## config.mk

```make
export PLATFORM = sky130hd
export DESIGN_NAME = sac_queue
export DESIGN_NICKNAME = d
export VERILOG_FILES = /design/src/hw/rtl/sac_pkg.sv /design/src/hw/rtl/sac_queue.sv
export SDC_FILE = /design/constraint.sdc
export NUM_CORES = 1
export LEC_CHECK = 0
export BUFFER_PORTS_ARGS = -buffer_cell sky130_fd_sc_hd__buf_2
export CAP_MARGIN = 20
export CORE_MARGIN = 4
export CORE_UTILIZATION = 47
export DETAILED_ROUTE_END_ITERATION = 8
export PLACE_DENSITY = 0.71
export SLEW_MARGIN = 20
export SYNTH_ARGS = -nofsm -noshare
export SYNTH_HDL_FRONTEND = slang
export SYNTH_SLANG_ARGS = --single-unit
```

## constraint.sdc

```tcl
create_clock -name clk -period 7.3 [get_ports clk]
set_input_delay 0.365 -clock clk [delete_from_list [all_inputs] [get_ports clk]]
set_output_delay 0.365 -clock clk [all_outputs]
set_load 0.005 [all_outputs]
```

## src/hw/rtl/sac_pkg.sv

```systemverilog
// shared types, constants and codes for the set-associative cache
`timescale 1ns / 1ps
package sac_pkg;

  localparam int ADDR_BITS        = 16;
  localparam int MAX_WAYS         = 8;
  localparam int MAX_SETS         = 256;
  localparam int MAX_BLOCK_BYTES  = 64;
  localparam int MAX_ACCESS_BYTES = 8;

  localparam int WAY_W     = $clog2(MAX_WAYS);
  localparam int SET_W     = $clog2(MAX_SETS);
  localparam int TAG_W     = 16;
  localparam int AGE_W     = 3;
  localparam int WORD_W    = ADDR_BITS - 3;
  localparam int LWORD_W   = $clog2(MAX_BLOCK_BYTES / 8);
  localparam int CADDR_W   = SET_W + WAY_W + LWORD_W;
  localparam int MEM_WORDS = 2 ** WORD_W;
  localparam int C_WORDS   = 2 ** CADDR_W;

  localparam logic CMD_LOAD  = 1'b0;
  localparam logic CMD_STORE = 1'b1;

  localparam logic [1:0] CFG_WAYS  = 2'd0;
  localparam logic [1:0] CFG_SETS  = 2'd1;
  localparam logic [1:0] CFG_BLOCK = 2'd2;

  typedef struct packed {
    logic        cmd;
    logic [15:0] address;
    logic [3:0]  num_bytes;
    logic [63:0] write_data;
  } in_item_t;

  typedef struct packed {
    logic        hit;
    logic [63:0] read_data;
    logic        bad_access;
  } out_item_t;

  typedef struct packed {
    in_item_t             req;
    logic                 bad;
    logic [SET_W-1:0]     set;
    logic [TAG_W-1:0]     tag;
    logic [LWORD_W-1:0]   lword;
    logic [WORD_W-1:0]    fill_base;
    logic [LWORD_W-1:0]   fill_last;
    logic [3:0]           nways;
  } dec_item_t;

  typedef struct packed {
    logic             valid;
    logic [AGE_W-1:0] age;
    logic [TAG_W-1:0] tag;
  } way_entry_t;

  typedef way_entry_t [MAX_WAYS-1:0] tag_row_t;

  typedef enum logic [3:0] {
    BK_CLEAR,
    BK_IDLE,
    BK_LOOKUP,
    BK_ST0,
    BK_ST1,
    BK_FILL_RD,
    BK_FILL_WR,
    BK_RD0,
    BK_RD1,
    BK_RD2
  } back_state_t;

endpackage

```

## src/hw/rtl/sac_queue.sv

```systemverilog
// two-entry queue of decoded requests between front and back end
`timescale 1ns / 1ps
module sac_queue (
  input  logic               clk,
  input  logic               rst_n,
  input  logic               push,
  input  sac_pkg::dec_item_t push_data,
  input  logic               pop,
  output sac_pkg::dec_item_t head,
  output logic               full,
  output logic               empty
);
  import sac_pkg::*;

  dec_item_t  entry_r [2];
  logic       wr_ptr_r;
  logic       rd_ptr_r;
  logic [1:0] count_r;

  assign head  = entry_r[rd_ptr_r];
  assign full  = (count_r == 2'd2);
  assign empty = (count_r == 2'd0);

  always_ff @(posedge clk) begin
    if (push) entry_r[wr_ptr_r] <= push_data;
  end

  always_ff @(posedge clk) begin
    if (!rst_n) begin
      wr_ptr_r <= 1'b0;
      rd_ptr_r <= 1'b0;
      count_r  <= 2'd0;
    end else begin
      if (push) wr_ptr_r <= ~wr_ptr_r;
      if (pop)  rd_ptr_r <= ~rd_ptr_r;
      count_r <= count_r + {1'b0, push} - {1'b0, pop};
    end
  end

endmodule

```

=== Word level (Yosys, flattened, before mapping) ===
Memories as Yosys holds them, arrays and structs flattened. A register that Yosys moved wholly into a read port is not among the register bits.
Cells that the tools add are included.

* RAM bits: 266
* Bits in registers: 4
* Memories kept: 1
* Input bits: 137

* Reductions and logical operators: 1
* $add $sub $neg: 2
* Equality and inequality tests: 1
* Muxes and demuxes: 4
* Bitwise operators: 2

{| class="wikitable"
|+ Memory list
! name !! words !! bits a word !! rd ports !! clocked after memory_dff !! wr ports !! line !! RTL
|-
| entry_r || 2 || 133 || 1 || 1 || 1 || sac_queue.sv:15 || <nowiki>dec_item_t entry_r [2];</nowiki>
|}

{| class="wikitable"
|+ Operator list
! cell !! count
|-
| 1-bit 2-to-1 mux || 4
|-
| 2-bit by 1-bit adder with 2-bit output || 1
|-
| 2-bit == test, second input constant || 1
|-
| 2-bit logical NOT || 1
|-
| 1-bit inverter || 2
|-
| 2-bit by 1-bit subtractor with 2-bit output || 1
|}

=== Logic depth before layout (Yosys ltp) ===
* Depth in word-level cells: 3
* Mapped depth: 6

=== Least setup slack after synthesis ===
No wires, ideal clock.

* Path kind: reg2reg
* Start point: reg wr_ptr_r
* End point: mem entry_r[0][0] (netlist bit) (enable)
* Buffers on the path: 0
* Path slack: 473 ps
* Cell stages (with the launch flop): 2
* Data required time: 6657 ps
* Period minus slack after synthesis: 6827 ps
* Data arrival time: 6185 ps
* Cells stage by stage: dfxtp_1 nor2b_1

{| class="wikitable"
|+ RTL lines
! element !! line !! RTL
|-
| start: declaration || sac_queue.sv:16 || <nowiki>logic wr_ptr_r;</nowiki>
|-
| start signal: assignment || sac_queue.sv:34 || <nowiki>if (push) wr_ptr_r <= ~wr_ptr_r;</nowiki>
|-
| end: declaration || sac_queue.sv:15 ||
|}

Straight into the memory's write port.

==> results.sh <==
export IMPL_postCtsResizedCells=0
export IMPL_placementRows=53
export IMPL_mappedNetlistArea_mm2=0.0101
export IMPL_kind_of_end_point_of_the_critical_path="primary output"
export IMPL_globalRouteMet2Util=0.242
export IMPL_worstPathMaxFanout=56
export IMPL_placed_cell_area_mm2=0.0117
export IMPL_die_y_um=155
export IMPL_ff_to_ff_start="wr_ptr_r$_SDFFE_PN0P_"
export IMPL_dp_hpwl_mm=12.6
export IMPL_stdcell_count=1017
export IMPL_clk_path_buf_depth=3
export IMPL_drv_cap=0
export IMPL_gr_max_usage_layer="met2"
export IMPL_syn_avg_cell_area_um2=23.2
export IMPL_num_vias=4987
export IMPL_dieArea_mm2=0.0239
export IMPL_grt_start_max_net_pins=81
export IMPL_grt_met3_usage=0.0381
export IMPL_drt_antenna_violating_nets=0
export IMPL_setup_violations=0
export IMPL_power_ir_vdd_worst_uv=168
export IMPL_grt_pass1_wl_mm=28.0
export IMPL_drt_first_pass_iters=6
export IMPL_floorplan_core_area_mm2=0.0211
export IMPL_first_global_vias=5166
export IMPL_grt_residual_overflow=0
export IMPL_critical_register_to_register_path_endpoint="entry_r[1][58]$_DFFE_PP_"
export IMPL_timing_setup_critical_path_class="reg -> out"
export IMPL_synth_seq_cells=271
export IMPL_syn_nets=574
export IMPL_fin_area_mm2=0.0126
export IMPL_numCtsBuffers=27
export IMPL_start_kind="register"
export IMPL_tritoncts="built"
export IMPL_holdBufCountCts=0
export IMPL_hold_viol=0
export IMPL_power_density_cell_area_mw_per_mm2=274
export IMPL_nets=864
export IMPL_gp_congestion=0.760
export IMPL_regArea_mm2=0.00809
export IMPL_drc_violations_left=0
export IMPL_multi_input_area_mm2=0.00189
export IMPL_critical_path_required_ns=6.93
export IMPL_max_clock_freq_ghz=0.306
export IMPL_gr_usage_all_layers=0.147
export IMPL_cts_setup_buffers=0
export IMPL_post_route_period_util=0.447
export IMPL_n_antenna_cell=0
export IMPL_worstHoldPathType="in -> reg"
export IMPL_rsz0062_at_grt="false"
export IMPL_reg2reg_slack_ns=4.81
export IMPL_finalSetupTns_ns=0
export IMPL_post_route_min_period_ns=3.27
export IMPL_cts_sink_count=271
export IMPL_leakagePower_nw=4.87
export IMPL_timing_critical_path_to="head[45]"
export IMPL_outcome="complete, no violations"
export IMPL_drive_above_1_share=0.604
export IMPL_grt_util_met1=0.195
export IMPL_wl_mm=18.4
export IMPL_total_number_of_yosys_warnings=0
export IMPL_fin_skew_ns=0.00973
export IMPL_yosys_cell_types_count=14
export IMPL_placed_cells_incl_taps=970
export IMPL_clkTransAtPathRegs_ns=0.06
export IMPL_syn_inst=435
export IMPL_timing_max_transition_violations_final=0
export IMPL_drt_first_iter_violations=301
export IMPL_num_fill_cells=1556
export IMPL_maxSlewHeadroom=0.290
export IMPL_number_of_antenna_violations_at_the_first_check_in_global_routing=1
export IMPL_area_growth_pct=24.4
export IMPL_cp_arrival_ns=2.90
export IMPL_worst_slew_pin_slew_ns=1.07
export IMPL_numPortBuffers=271
export IMPL_clockRootBuffer="sky130_fd_sc_hd__clkbuf_16"
export IMPL_design_portCount=272
export IMPL_via_count_normalized_by_instance_count=4.90
export IMPL_timing_reg2reg_worst_path_depth=2
export IMPL_die_w_um=155
export IMPL_initial_core_util=0.479
export IMPL_htreeDepth=1
export IMPL_synth_yosys_seq_area_share=0.800
export IMPL_wl_per_cell_um=18.1
export IMPL_clock_latency_on_the_worst_skew_pair_ns=0.50
==> layout by cell type, fill, tap and decap left out <==
cell                         instances
sky130_fd_sc_hd__nor2b_1             3
sky130_fd_sc_hd__and2_1              3
sky130_fd_sc_hd__inv_1               2
sky130_fd_sc_hd__clkinv_2            4
sky130_fd_sc_hd__nor2_1              1
sky130_fd_sc_hd__buf_4               4
sky130_fd_sc_hd__xor2_1              1
sky130_fd_sc_hd__and2_4              1
sky130_fd_sc_hd__xnor3_1             1
sky130_fd_sc_hd__o21a_1              1
sky130_fd_sc_hd__buf_2             271
sky130_fd_sc_hd__clkinv_1            3
sky130_fd_sc_hd__buf_16              1
sky130_fd_sc_hd__clkbuf_8            2
sky130_fd_sc_hd__ha_1                2
sky130_fd_sc_hd__bufinv_16           2
sky130_fd_sc_hd__clkbuf_1            7
sky130_fd_sc_hd__mux2_2             63
sky130_fd_sc_hd__edfxtp_1          266
sky130_fd_sc_hd__clkinvlp_4          1
sky130_fd_sc_hd__dfxtp_1             4
sky130_fd_sc_hd__clkbuf_16          27
sky130_fd_sc_hd__mux2_4             70
sky130_fd_sc_hd__dfxtp_4             1
sky130_fd_sc_hd__nor2b_4             1
==> routing by layer <==
layer | vias to the layer above | wire (um)
li1 | 2301 | -
met1 | 2424 | 7340
met2 | 224 | 9020
met3 | 36 | 1670
met4 | 2 | 403
met5 | - | 13
==> registers in the layout, summed over array words and instances, names as in the netlist, named ones only <==
register,flops
entry_r,266
wr_ptr_r,1
count_r,2
rd_ptr_r,1
==> worst max-delay path: stages, from the launching register on <==
cell and delay [ns]:
sky130_fd_sc_hd__dfxtp_4 0.62, sky130_fd_sc_hd__buf_16 0.32, sky130_fd_sc_hd__buf_4 0.81, sky130_fd_sc_hd__mux2_2 0.43, sky130_fd_sc_hd__buf_2 0.13
==> cells by family (layout without fill, tap and decap cells) <==
logic type               after synthesis  after routing  share of synthesized area
flip-flops                           271            271                      0.800
multiplexers                         133            133                      0.174
buffers and inverters                 17            324                     0.0137
AND/OR/NAND/NOR                        9              9                    0.00532
adder cells (fa/ha/maj)                2              2                    0.00248
XOR/XNOR                               2              2                    0.00310
AO/OA/AOI/OAI                          1              1                   0.000743
==> metrics by stage <==
step | hold slack (ns) | utilization | setup WS (ns) | power [mW]
after floorplan | 0.464 | - | 0.473 | 2.06
after global placement | 0.552 | 0.556 | 4.28 | 2.20
after detailed placement | 0.557 | 0.556 | 4.25 | 2.21
after CTS | 0.0179 | 0.595 | 3.70 | 3.49
after global routing | 0.0231 | 0.596 | 3.85 | 3.59
final | 0.0432 | 0.596 | 4.03 | 3.45
==> where the power goes <==
| group | switching (mW) | internal (mW) | total, mW |
|---|---|---|---|
| sequential | 0.0264 | 1.80 | 1.83 |
| clock | 0.511 | 0.765 | 1.28 |
| combinational | 0.154 | 0.191 | 0.345 |
| total | 0.692 | 2.76 | 3.45 |
==> synthesized netlist by cell type (all sizes together) <==
library cell,n,share of area
edfxtp,266,0.79
nor2b,4,0.0025
nor2,1,0.00037
buf,15,0.013
o21a,1,0.00074
xor2,1,0.00087
mux2,133,0.17
dfxtp,5,0.0099
ha,2,0.0025
inv,2,0.00074
and2,4,0.0025
xnor3,1,0.0022
==> area by class of cell <==
type / count / area share
multi-input cells: 147 / 0.150
well taps: 275 / 0.0274
clock buffers: 36 / 0.0580
flip-flops and latches: 271 / 0.644
clock inverters: 10 / 0.00786
inverters: 2 / 0.000597
repair buffers: 276 / 0.112
==> worst min-delay path by stage <==
stage	start	to	slack, ns	depth (start not counted)
after floorplan	push_data[0]	entry_r[0][0]$_DFFE_PP_	0.46	0
after global placement	push_data[21]	entry_r[0][21]$_DFFE_PP_	0.55	1
after detailed placement	push_data[74]	entry_r[0][74]$_DFFE_PP_	0.56	1
after CTS	push_data[74]	entry_r[1][74]$_DFFE_PP_	0.02	1
after global routing	push_data[74]	entry_r[1][74]$_DFFE_PP_	0.02	1
final	push_data[74]	entry_r[1][74]$_DFFE_PP_	0.04	1
(Power assumes the default switching activity.)
