<file path="src/hw/rtl/sac_pkg.sv">
// shared types, constants and codes for the set-associative cache
`timescale 1ns / 1ps
package sac_pkg;

  localparam int ADDR_BITS        = 16;
  localparam int MAX_WAYS         = 8;
  localparam int MAX_SETS         = 256;
  localparam int MAX_BLOCK_BYTES  = 64;
  localparam int MAX_ACCESS_BYTES = 8;

  localparam int WAY_W     = $clog2(MAX_WAYS);
  localparam int SET_W     = $clog2(MAX_SETS);
  localparam int TAG_W     = 16;
  localparam int AGE_W     = 3;
  localparam int WORD_W    = ADDR_BITS - 3;
  localparam int LWORD_W   = $clog2(MAX_BLOCK_BYTES / 8);
  localparam int CADDR_W   = SET_W + WAY_W + LWORD_W;
  localparam int MEM_WORDS = 2 ** WORD_W;
  localparam int C_WORDS   = 2 ** CADDR_W;

  localparam logic CMD_LOAD  = 1'b0;
  localparam logic CMD_STORE = 1'b1;

  localparam logic [1:0] CFG_WAYS  = 2'd0;
  localparam logic [1:0] CFG_SETS  = 2'd1;
  localparam logic [1:0] CFG_BLOCK = 2'd2;

  typedef struct packed {
    logic        cmd;
    logic [15:0] address;
    logic [3:0]  num_bytes;
    logic [63:0] write_data;
  } in_item_t;

  typedef struct packed {
    logic        hit;
    logic [63:0] read_data;
    logic        bad_access;
  } out_item_t;

  typedef struct packed {
    in_item_t             req;
    logic                 bad;
    logic [SET_W-1:0]     set;
    logic [TAG_W-1:0]     tag;
    logic [LWORD_W-1:0]   lword;
    logic [WORD_W-1:0]    fill_base;
    logic [LWORD_W-1:0]   fill_last;
    logic [3:0]           nways;
  } dec_item_t;

  typedef struct packed {
    logic             valid;
    logic [AGE_W-1:0] age;
    logic [TAG_W-1:0] tag;
  } way_entry_t;

  typedef way_entry_t [MAX_WAYS-1:0] tag_row_t;

  typedef enum logic [3:0] {
    BK_CLEAR,
    BK_IDLE,
    BK_LOOKUP,
    BK_ST0,
    BK_ST1,
    BK_FILL_RD,
    BK_FILL_WR,
    BK_RD0,
    BK_RD1,
    BK_RD2
  } back_state_t;

endpackage

</file>
<file path="src/hw/rtl/sac_front.sv">
// front end: configuration registers, request decode and acceptance
`timescale 1ns / 1ps
module sac_front (
  input  logic               clk,
  input  logic               rst_n,
  input  logic               start,
  output logic               busy,
  input  sac_pkg::in_item_t  in_item,
  input  logic               cfg_valid,
  output logic               cfg_ready,
  input  logic [1:0]         cfg_index,
  input  logic [3:0]         cfg_data,
  input  logic               clearing,
  input  logic               q_full,
  output logic               q_push,
  output sac_pkg::dec_item_t q_data,
  output logic               flush
);
  import sac_pkg::*;

  logic [3:0] cfg_ways_r;
  logic [3:0] cfg_sets_r;
  logic [2:0] cfg_block_r;

  logic [3:0]  sl_eff;
  logic [2:0]  bl_eff;
  logic [3:0]  nw_eff;
  logic [15:0] mask;
  logic [6:0]  off_sum;
  logic [6:0]  blk_sz;
  logic [5:0]  off;
  logic [15:0] set_full;
  logic [4:0]  tsh;
  logic [15:0] base;
  logic [3:0]  words;
  logic [15:0] addr;

  assign cfg_ready = 1'b1;
  assign busy      = clearing | q_full;
  assign q_push    = start & ~busy;

  always_ff @(posedge clk) begin
    if (!rst_n) begin
      cfg_ways_r  <= 4'd1;
      cfg_sets_r  <= 4'd0;
      cfg_block_r <= 3'd3;
    end else if (cfg_valid) begin
      unique case (cfg_index)
        CFG_WAYS:  cfg_ways_r  <= cfg_data;
        CFG_SETS:  cfg_sets_r  <= cfg_data;
        CFG_BLOCK: cfg_block_r <= cfg_data[2:0];
        default: ;
      endcase
    end
  end

  assign flush = cfg_valid & (cfg_index == CFG_WAYS || cfg_index == CFG_SETS ||
                              cfg_index == CFG_BLOCK);

  always_comb begin
    addr     = in_item.address;
    sl_eff   = (cfg_sets_r > 4'd8) ? 4'd8 : cfg_sets_r;
    bl_eff   = (cfg_block_r > 3'd6) ? 3'd6 : cfg_block_r;
    nw_eff   = (cfg_ways_r == 4'd0) ? 4'd1 : ((cfg_ways_r > 4'd8) ? 4'd8 : cfg_ways_r);
    mask     = (16'd1 << bl_eff) - 16'd1;
    blk_sz   = 7'd1 << bl_eff;
    off      = addr[5:0] & mask[5:0];
    off_sum  = {1'b0, off} + {3'b000, in_item.num_bytes};
    set_full = (addr >> bl_eff) & ((16'd1 << sl_eff) - 16'd1);
    tsh      = {2'b00, bl_eff} + {1'b0, sl_eff};
    base     = addr & ~mask;
    words    = (bl_eff > 3'd3) ? (4'd1 << (bl_eff - 3'd3)) : 4'd1;

    q_data.req       = in_item;
    q_data.bad       = (in_item.num_bytes == 4'd0) || (in_item.num_bytes > 4'd8) ||
                       (off_sum > blk_sz);
    q_data.set       = set_full[SET_W-1:0];
    q_data.tag       = addr >> tsh;
    q_data.lword     = off[5:3];
    q_data.fill_base = base[15:3];
    q_data.fill_last = 3'(words - 4'd1);
    q_data.nways     = nw_eff;
  end

endmodule

</file>
<file path="config.mk">
export PLATFORM = sky130hd
export DESIGN_NAME = sac_front
export DESIGN_NICKNAME = d
export VERILOG_FILES = /design/src/hw/rtl/sac_pkg.sv /design/src/hw/rtl/sac_front.sv
export SDC_FILE = /design/constraint.sdc
export NUM_CORES = 1
export LEC_CHECK = 0
export ABC_AREA = 1
export BUFFER_PORTS_ARGS = -buffer_cell sky130_fd_sc_hd__buf_2
export CORE_AREA = 2 2 94 96
export DETAILED_ROUTE_END_ITERATION = 6
export DIE_AREA = 0 0 96 98
export GPL_TIMING_DRIVEN = 0
export PLACE_DENSITY_LB_ADDON = 0.05
export SETUP_SLACK_MARGIN = 0.5
export SLEW_MARGIN = 5
export SYNTH_ARGS = -nofsm -noshare
export SYNTH_HDL_FRONTEND = slang
export SYNTH_SLANG_ARGS = --single-unit
</file>
<file path="constraint.sdc">
create_clock -name clk -period 3 [get_ports clk]
set_clock_uncertainty 0.15 [all_clocks]
set_input_delay 0.3 -clock clk [delete_from_list [all_inputs] [get_ports clk]]
set_output_delay 0.3 -clock clk [all_outputs]
set_load 0.01 [all_outputs]
</file>
Word level (Yosys, flattened, before mapping)
Index checks and enable logic that the tools add are counted.
- bits in registers: 11
- bits of input ports: 97
- output and inout port bits: 137
- word-level logic and storage cells: 46
- add/sub/neg operators: 6
- order comparisons: 6
- equal/unequal tests: 2
- shifts and indexed selects: 6
- muxes and demuxes: 5
- bitwise gates (word level): 8
- reduce and logical (&&, ||, !) cells: 10
- operator list (operator ; number):
    bitwise AND 16 bit ; 1
    NOT 16 bit ; 1
    left shift 1 x 3 -> 16 bit (first input constant) ; 1
    right shift 16 x 3 -> 8 bit ; 1
    right shift 16 x 5 -> 16 bit ; 1
    subtractor 16 x 1 -> 16 bit (second input constant) ; 1
    > comparator 4 bit (second input constant) ; 3
    two-way mux 4 bit ; 3
    bitwise AND 8 bit ; 1
    logical NOT 4 bit ; 2
    left shift 1 x 4 -> 8 bit (first input constant) ; 1
    subtractor 8 x 1 -> 8 bit (second input constant) ; 1
    adder 6 x 4 -> 7 bit ; 1
    > comparator 7 bit ; 1
    left shift 1 x 3 -> 7 bit (first input constant) ; 1
    bitwise AND 6 bit ; 1
    two-way mux 3 bit ; 2
    AND reduction 2 bit ; 3
    adder 3 x 4 -> 5 bit ; 1
    logical OR 1 bit ; 4
    > comparator 3 x 2 -> 1 bit (second input constant) ; 1
    > comparator 3 bit (second input constant) ; 1
    left shift 1 x 3 -> 3 bit (first input constant) ; 1
    subtractor 3 x 1 -> 3 bit (second input constant) ; 1
    7 further kinds ; 8

Depth between registers and ports, before layout
Gate-level depths: netlist of the first run.
- depth in word-level cells: 8
- gate-level depth with buffers: 21
- depth with buffers taken out: 20

Least setup slack after synthesis of the first run
OpenSTA, ideal clock, no wires.
- path kind: flip-flop to output port
- start point: reg cfg_block_r[1]
- end point: out q_data[47] (netlist bit)
- arrival: 2.535 ns
- slack: 0.015 ns
- cell stages (with the launch flop): 19
- buffers on the path: 1
- path through: dfxtp_1 > buf_6 > inv_4 > nand2_2 > nor2_1 > nor2_1 > ha_1 > inv_1 > fa_1 > o21ai_0 > xor2_1 > inv_1 > ha_1 > a21oi_1 > nor2_1 > nor2_1 > nand3_1 > nand2_1 > nand2_1
- RTL lines (what ; RTL line ; source):
    from (decl) ; sac_front.sv:23 ; logic [2:0] cfg_block_r;
    from (signal assigned) ; sac_front.sv:51 ; CFG_BLOCK: cfg_block_r <= cfg_data[2:0];
    to (decl) ; sac_front.sv:16 ; output sac_pkg::dec_item_t q_data,

==> impl_results.md, run 1 <==
* Largest net degree at the start of global routing at 11
* DRT Pass-1 Iters at 6
* Area grow syn2layout at 43.9%
* Seq/Total Area, Yosys at 7.01%
* Power density cells at 297 nW/µm²
* Hold-critical path depth at 3
* Initial antenna violation count at 0
* Clock tree buffer depth at 2
* Max Fanout on Critical Path at 3
* Buf+Inv Stages, Crit Path at 5
* Critical path type: register to primary output
* CTS tree: done
* Non-filler cells, final at 838
* Min-delay src: cfg_data[0]
* Pre-CTS worst setup slack at -0.215 ns
* Final setup fails at 9
* Vias in the first global route at 3,464
* Max cap viols at 0
* Reg-to-reg startpoint: cfg_block_r[1]
* Multi-input logic area at 2070 µm²
* Initial DRC Count at ~190
* Worst Setup Start Kind: register
* Worst min-delay path class: input port to register
* Mapped Nets at 663
* Vias at 3,900
* Filler instances at a little over 900
* Synth Warn # at 0
* CP Cell Sequence: buf_6, inv_4, nand2_4, nor2_4, nor2_2, ha_2, inv_2, fa_2, o21ai_4, xor2_1, inv_1, ha_4, nand2_1, nor2_4, nand2_1, nand3_1, nand2_1, nand2_1, buf_2
* TritonCTS buffer count at 3
* Post-DP Area at 4150 µm²
* Leakage at between 2 and 3 nW
* Port-buffer cells at roughly 170
* Post-synth cell types at 31
* H-tree Lvls at 1
* Grt ovf at 0
* Die X at 96 µm
* Final wirelength at between 10,000 and 15,000 µm
* Number of diodes at 0
* GRT Total Usage at 20.1%
* Die height at 98 µm
* Share of the synthesized area in the top cell type at between 20% and 30%
* First-pass GRT wire length at 15,800 µm
* Initial Utilization at 37.1%
* Setup TNS at -0.756 ns
* Violated checks: setup timing
* Post-synth top flop: dfxtp_1
* Setup WS post-layout at -0.192 ns
* Post-synthesis cell count at around 550
* Pins Over Slew Limit at 0
* Reg area at 225 µm²
* Max IR drop VDD at about 400 µV
* Fraction of registers with async set/reset at 0%
* Clock root cell: clkbuf_8
* DRT antenna net count at 0
* Clk slew on worst S/H paths at 0.05 ns
* # DRC at 0
* Worst endpoint required time at approximately 2.6 ns
* DP HPWL at a little over 8000 µm
* Critical Path Max Stage Delay at 0.37 ns
* Final period utilization at 106%
* Top cell type by total area after synthesis: buf_4
* Outcome: finished with violations
* Clk_lat worst skew at 0.23 ns
* Post-Syn Area per Cell at 5.75 µm²
* Crit-path slowest cell: fa_2
* Yosys reg bits at 11
* Finished Cell Area at 4520 µm²
* Min Tclk post-route at 3.19 ns
* Arr. time, crit path at about 2.7 ns
* Cells after DPL at roughly 820
* Hold path endpoint: cfg_ways_r[0]
* Setup crit end kind: primary output
* Fraction of layout cells with a size suffix above 1 at 49.0%
* Die area at 9410 µm²
* R2R Setup Slk at 1.92 ns
* Final #Nets at ~850
* I/O pin count at 234
* Setup crit start: cfg_block_r[2]
* Row cnt at 34
* Fin. Hold Viols at 0
* Most used cell along the critical path: nand2_1
* Top delay family on crit path: adder cells
* Drt via density at roughly 4.7
* Placer Congestion at between 0.8 and 0.9
* Sink Count at 11
* Top cells by area, synth: buf_4 (21%), nand3_1 (15%), nand2_1 (15%)
* EDFF count, synth at 0
* Mapped Area at 3140 µm²
* Worst Reg-to-Reg Cells at 4
* Unrepaired setup endpoints after global routing: true
* Critical R2R Capture: cfg_block_r[1]
* Max Fclk at 313 MHz
* Per-cell routed wire length at ~12 µm
* Core area at 8470 µm²
## report_power, final
part	leakage [nW]	total (mW)	switching, mW	internal (mW)
logic	2.49	1.04	0.578	0.458
registers	0.0910	0.161	0.00610	0.155
clock network	0.0228	0.142	0.0495	0.0928
total	2.60	1.34	0.633	0.706
## worst register-to-register path: cells and delay by family (launching register included)
family                 cells  cell delay [ns]
flip-flops                 1             0.32
buffers and inverters      3             0.36
AO/OA/AOI/OAI              1             0.11
## layout make-up
type	instances	share of cell area, %
Multi-Input combinational cell	359	45.7
Buffer	112	18.9
Inverter	64	5.65
Timing Repair Buffer	180	20.7
Sequential cell	11	4.99
Clock buffer	4	0.997
Tap cell	108	2.99
## layer usage
metal  vias to the layer above  part of all wire (%)  track usage, %
met3                         4                   7.8            1.54
li1                       2025                     -               -
met5                         -                     0               0
met4                         0                  0.27            1.87
met1                      1705                    43            28.0
met2                       166                    49            34.9
## placed cells by master (no fill, tap or decap), types with 2 or more instances in the layout
cell      synthesis  layout
nand2_4           0       3
buf_2             3     168
inv_1            56      53
nand4_1           4       4
o21ai_0          12      11
inv_4             2       3
ha_1             18      11
nand3_2           1       3
inv_2             6       7
dfxtp_2           0       4
ha_4              0       4
buf_6            10      15
clkbuf_8          0       3
a21oi_2           1       8
clkbuf_1         10      11
nand3_1          97      95
a21oi_1          34      26
nand2_2           7      14
dfxtp_1          11       7
buf_4            89      99
xnor2_1           5       5
nor3_1            2       2
nor2_1           40      28
ha_2              0       3
nor2_4            2       7
nor2_2            3      10
nand2_1         122     112
o211ai_1          2       2
fa_2              0       2
## how the worst max path moves through the flow
stage            endpoint  slack (ns)  cells past startpoint
2_1_floorplan  q_data[47]        0.20                     18
3_3_place_gp   q_data[47]       -0.17                     19
3_5_place_dp   q_data[47]       -0.22                     19
4_1_cts        q_data[47]       -0.27                     19
5_1_grt        q_data[47]       -0.39                     19
6_report       q_data[47]       -0.19                     19
## cell families after synthesis
group                      count (synthesis)  share of synthesized area [%]
and+or+nand+nor                          281                           39.8
buffers and inverters                    176                           34.4
adders and majority gates                 20                           8.45
other                                      1                          0.119
AOI/OAI and AO/OA                         51                           8.57
xor gates and xnor gates                   6                           1.67
DFF                                       11                           7.01
## cells in the mapped netlist, types with 6 or more instances
cell and instances:
inv_2 6, nand3_1 97, ha_1 18, inv_1 56, buf_6 10, buf_4 89, o21ai_0 12, nand2_2 7
nor2_1 40, nand2_1 122, clkbuf_1 10, a21oi_1 34, dfxtp_1 11
## flip-flops by register name, summed over array words and instances, names as in the netlist
signal and count:
cfg_block_r 3, cfg_sets_r 4, cfg_ways_r 4
## metrics by stage
stage | total power [mW] | utilization [%] | hold WS [ns]
floorplan | 0.822 | - | 0.263
detailed placement | 1.12 | 49.0 | 0.315
global route | 1.47 | 53.4 | 0.189
finish | 1.34 | 53.4 | 0.168
global placement | 1.11 | 49.0 | 0.309
CTS | 1.29 | 51.1 | 0.167
## repair_timing
item / in CTS / in global routing
pin swaps: 16 / 22
hold buffers: 0 / 0
buffers inserted: 9 / 4
setup endpoints to repair: 18 / 23
resized for setup: 19 / 40
Note: power is estimated with default switching activity, not from simulation.
==> inputs of run 2 (changes only) <==
Settings changed: CORE_AREA 2 2 94 96 to 4 4 74 128, DIE_AREA 0 0 96 98 to 0 0 78 132.
==> run 2 against run 1 <==
The run still ends with setup timing left. Sequential cell count is the same. Combinational power grew 21%. Die area grew 9.4%. Worst hold slack lost 0.0085 ns. Clock power grew 72%. Core utilization grew 6.9 points. Final cell count grew 3.1%. Sequential share of layout area shrank 0.57 points. Sequential power is essentially flat. Critical path type unchanged. Largest power group unchanged.
==> impl_results.md, run 2 (synthesis results as in run 1) <==
* Die area at 10,300 µm²
* Worst endpoint required time at approximately 2.6 ns
* Min Tclk post-route at 3.19 ns
* Setup crit end kind: primary output
* Switching Fraction at a little under half
* DRT Pass-1 Iters at 4
* Clock root cell: clkbuf_16
* Setup WS post-layout at -0.190 ns
* Worst min-delay path class: input port to register
* Pre-CTS worst setup slack at -0.156 ns
* CTS tree: done
* Finished Cell Area at around 5000 µm²
* Vias at 4,103
* Non-filler cells, final at 864
* Max cap viols at 0
* Final Power at 1.67 mW
* Area grow syn2layout at 63.2%
* TritonCTS buffer count at 3
* Post-DP Area at 4160 µm²
* Pins Over Slew Limit at 0
* Number of diodes at 0
* DP HPWL at a little under 10,000 µm
* H-tree Lvls at 1
* WL met3 at 781 µm
* Sequential share of power at 9.6%
* Max Fclk at around 310 MHz
* Arr. time, crit path at about 2.7 ns
* Initial Utilization at 36.9%
* I/O pin count at 234
* Worst Setup Start Kind: register
* WL met1 at 3970 µm
* Placer Congestion at around 0.90
* Max IR drop VDD at a little over 300 µV
* Fraction of layout cells with a size suffix above 1 at roughly 57%
* Most frequent cells in the layout: buf_2 (166), buf_4 (108), nand2_1 (104), nand3_1 (60), inv_1 (51)
* Critical path type: register to primary output
* Power density cells at 326 nW/µm²
* Outcome: finished with violations
* Pint at 0.900 mW
* Sink Count at 11
* Max Used Layer: met4
* Comb pwr share at 75.7%
* Die height at roughly 130 µm
* DRT antenna net count at 0
* Max Fanout on Critical Path at 4
* Violated checks: setup timing
* Fin. Hold Viols at 0
* Final Core Density at 60.3%
* Cells after DPL at 830
* Port-buffer cells at 167
* # DRC at 0
* Clock tree buffer depth at 2
* Largest net degree at the start of global routing at 11
* Drt via density at approximately 4.7
* Commonest non-fill, non-tap cell in the layout: buf_2
* Row cnt at 45
* Vias in the first global route at between 4,000 and 5,000
* Final #Nets at 865
* Final setup fails at 6
* Multi-input logic area at 2400 µm²
* Sw Pwr at 0.769 mW
* GRT Total Usage at 21.9%
* Clk slew on worst S/H paths at 0.04 ns
* Filler instances at around 860
* Per-cell routed wire length at 14.0 µm
* Initial DRC Count at 119
* Largest regs: cfg_sets_r x4, cfg_ways_r x4, cfg_block_r x3
* Grt ovf at 0
* Final wirelength at 12,100 µm
* First-pass GRT wire length at 18,600 µm
* Core area at 8500 µm²
* Die X at 78 µm
* Leakage at ~2.8 nW
* Reg area at approximately 230 µm²
* Clock power frac at 14.6%
* Unrepaired setup endpoints after global routing: true
* Initial antenna violation count at 0
* Met2 WL post-DR at 6860 µm
* Final period utilization at 106%
* Clk_lat worst skew at ~0.24 ns
run 2: changes by cell type in the layout (fill, tap and decap cells not counted), sizes merged:
| cell | previous run | this run |
|---|---|---|
| buf | 282 | 299 |
run 2: layout make-up:
| type | instances | share of cell area [%] |
|---|---|---|
| inverters | 64 | 5.08 |
| repair buffers | 197 | 22.4 |
| clock buffers | 4 | 1.54 |
| multi-input cells | 359 | 46.9 |
| flip-flops and latches | 11 | 4.42 |
| plain buffers | 112 | 16.8 |
| well taps | 117 | 2.86 |
run 2: layer usage:
metal	GRT usage [%]	vias up
met5	0	-
met4	9.92	0
met3	2.80	26
met2	44.4	189
met1	21.0	1825
li1	-	2063
run 2: per-stage QoR:
stage | TNS (ns) | hold WS [ns]
global placement | -0.153 | 0.314
finish | -0.351 | 0.159
CTS | -0.443 | 0.162
detailed placement | -0.213 | 0.320
global route | -1.31 | 0.171
floorplan | 0 | 0.263
run 2: final timing paths:
kind	startpoint	end	slack, ns	cells past startpoint
max	cfg_block_r[2]	q_data[47]	-0.19	18
min	cfg_data[0]	cfg_ways_r[0]	0.16	3
max reg2reg	cfg_block_r[1]	cfg_block_r[1]	1.64	7
min reg2reg	cfg_ways_r[0]	cfg_ways_r[0]	0.33	2
run 2: power by group through the flow:
stage,registers [mW],logic [mW],clock network [mW]
global route,0.162,1.37,0.252
finish,0.161,1.26,0.244
CTS,0.160,1.20,0.246
floorplan,0.161,0.661,0
detailed placement,0.162,0.978,0
global placement,0.162,0.968,0
run 2: worst max-delay path: stages, from the launching register on:
cell     delay (ns)
dfxtp_2        0.32
buf_6          0.13
inv_6          0.04
nand2_4        0.08
nor2_4         0.04
nor2_2         0.07
ha_2           0.19
inv_2          0.04
fa_2           0.36
buf_4          0.15
xnor2_1        0.12
ha_1           0.33
a21oi_1        0.14
o21ai_0        0.10
nand2_1        0.07
nand3_1        0.08
nand2_1        0.07
nand2_1        0.05
buf_2          0.13
run 2: repair_timing:
item	CTS	global route
cloned	2	0
pin swaps	54	29
resized for setup	107	39
buffers inserted	22	6
hold buffers	0	0
endpoints found under the setup margin	17	22
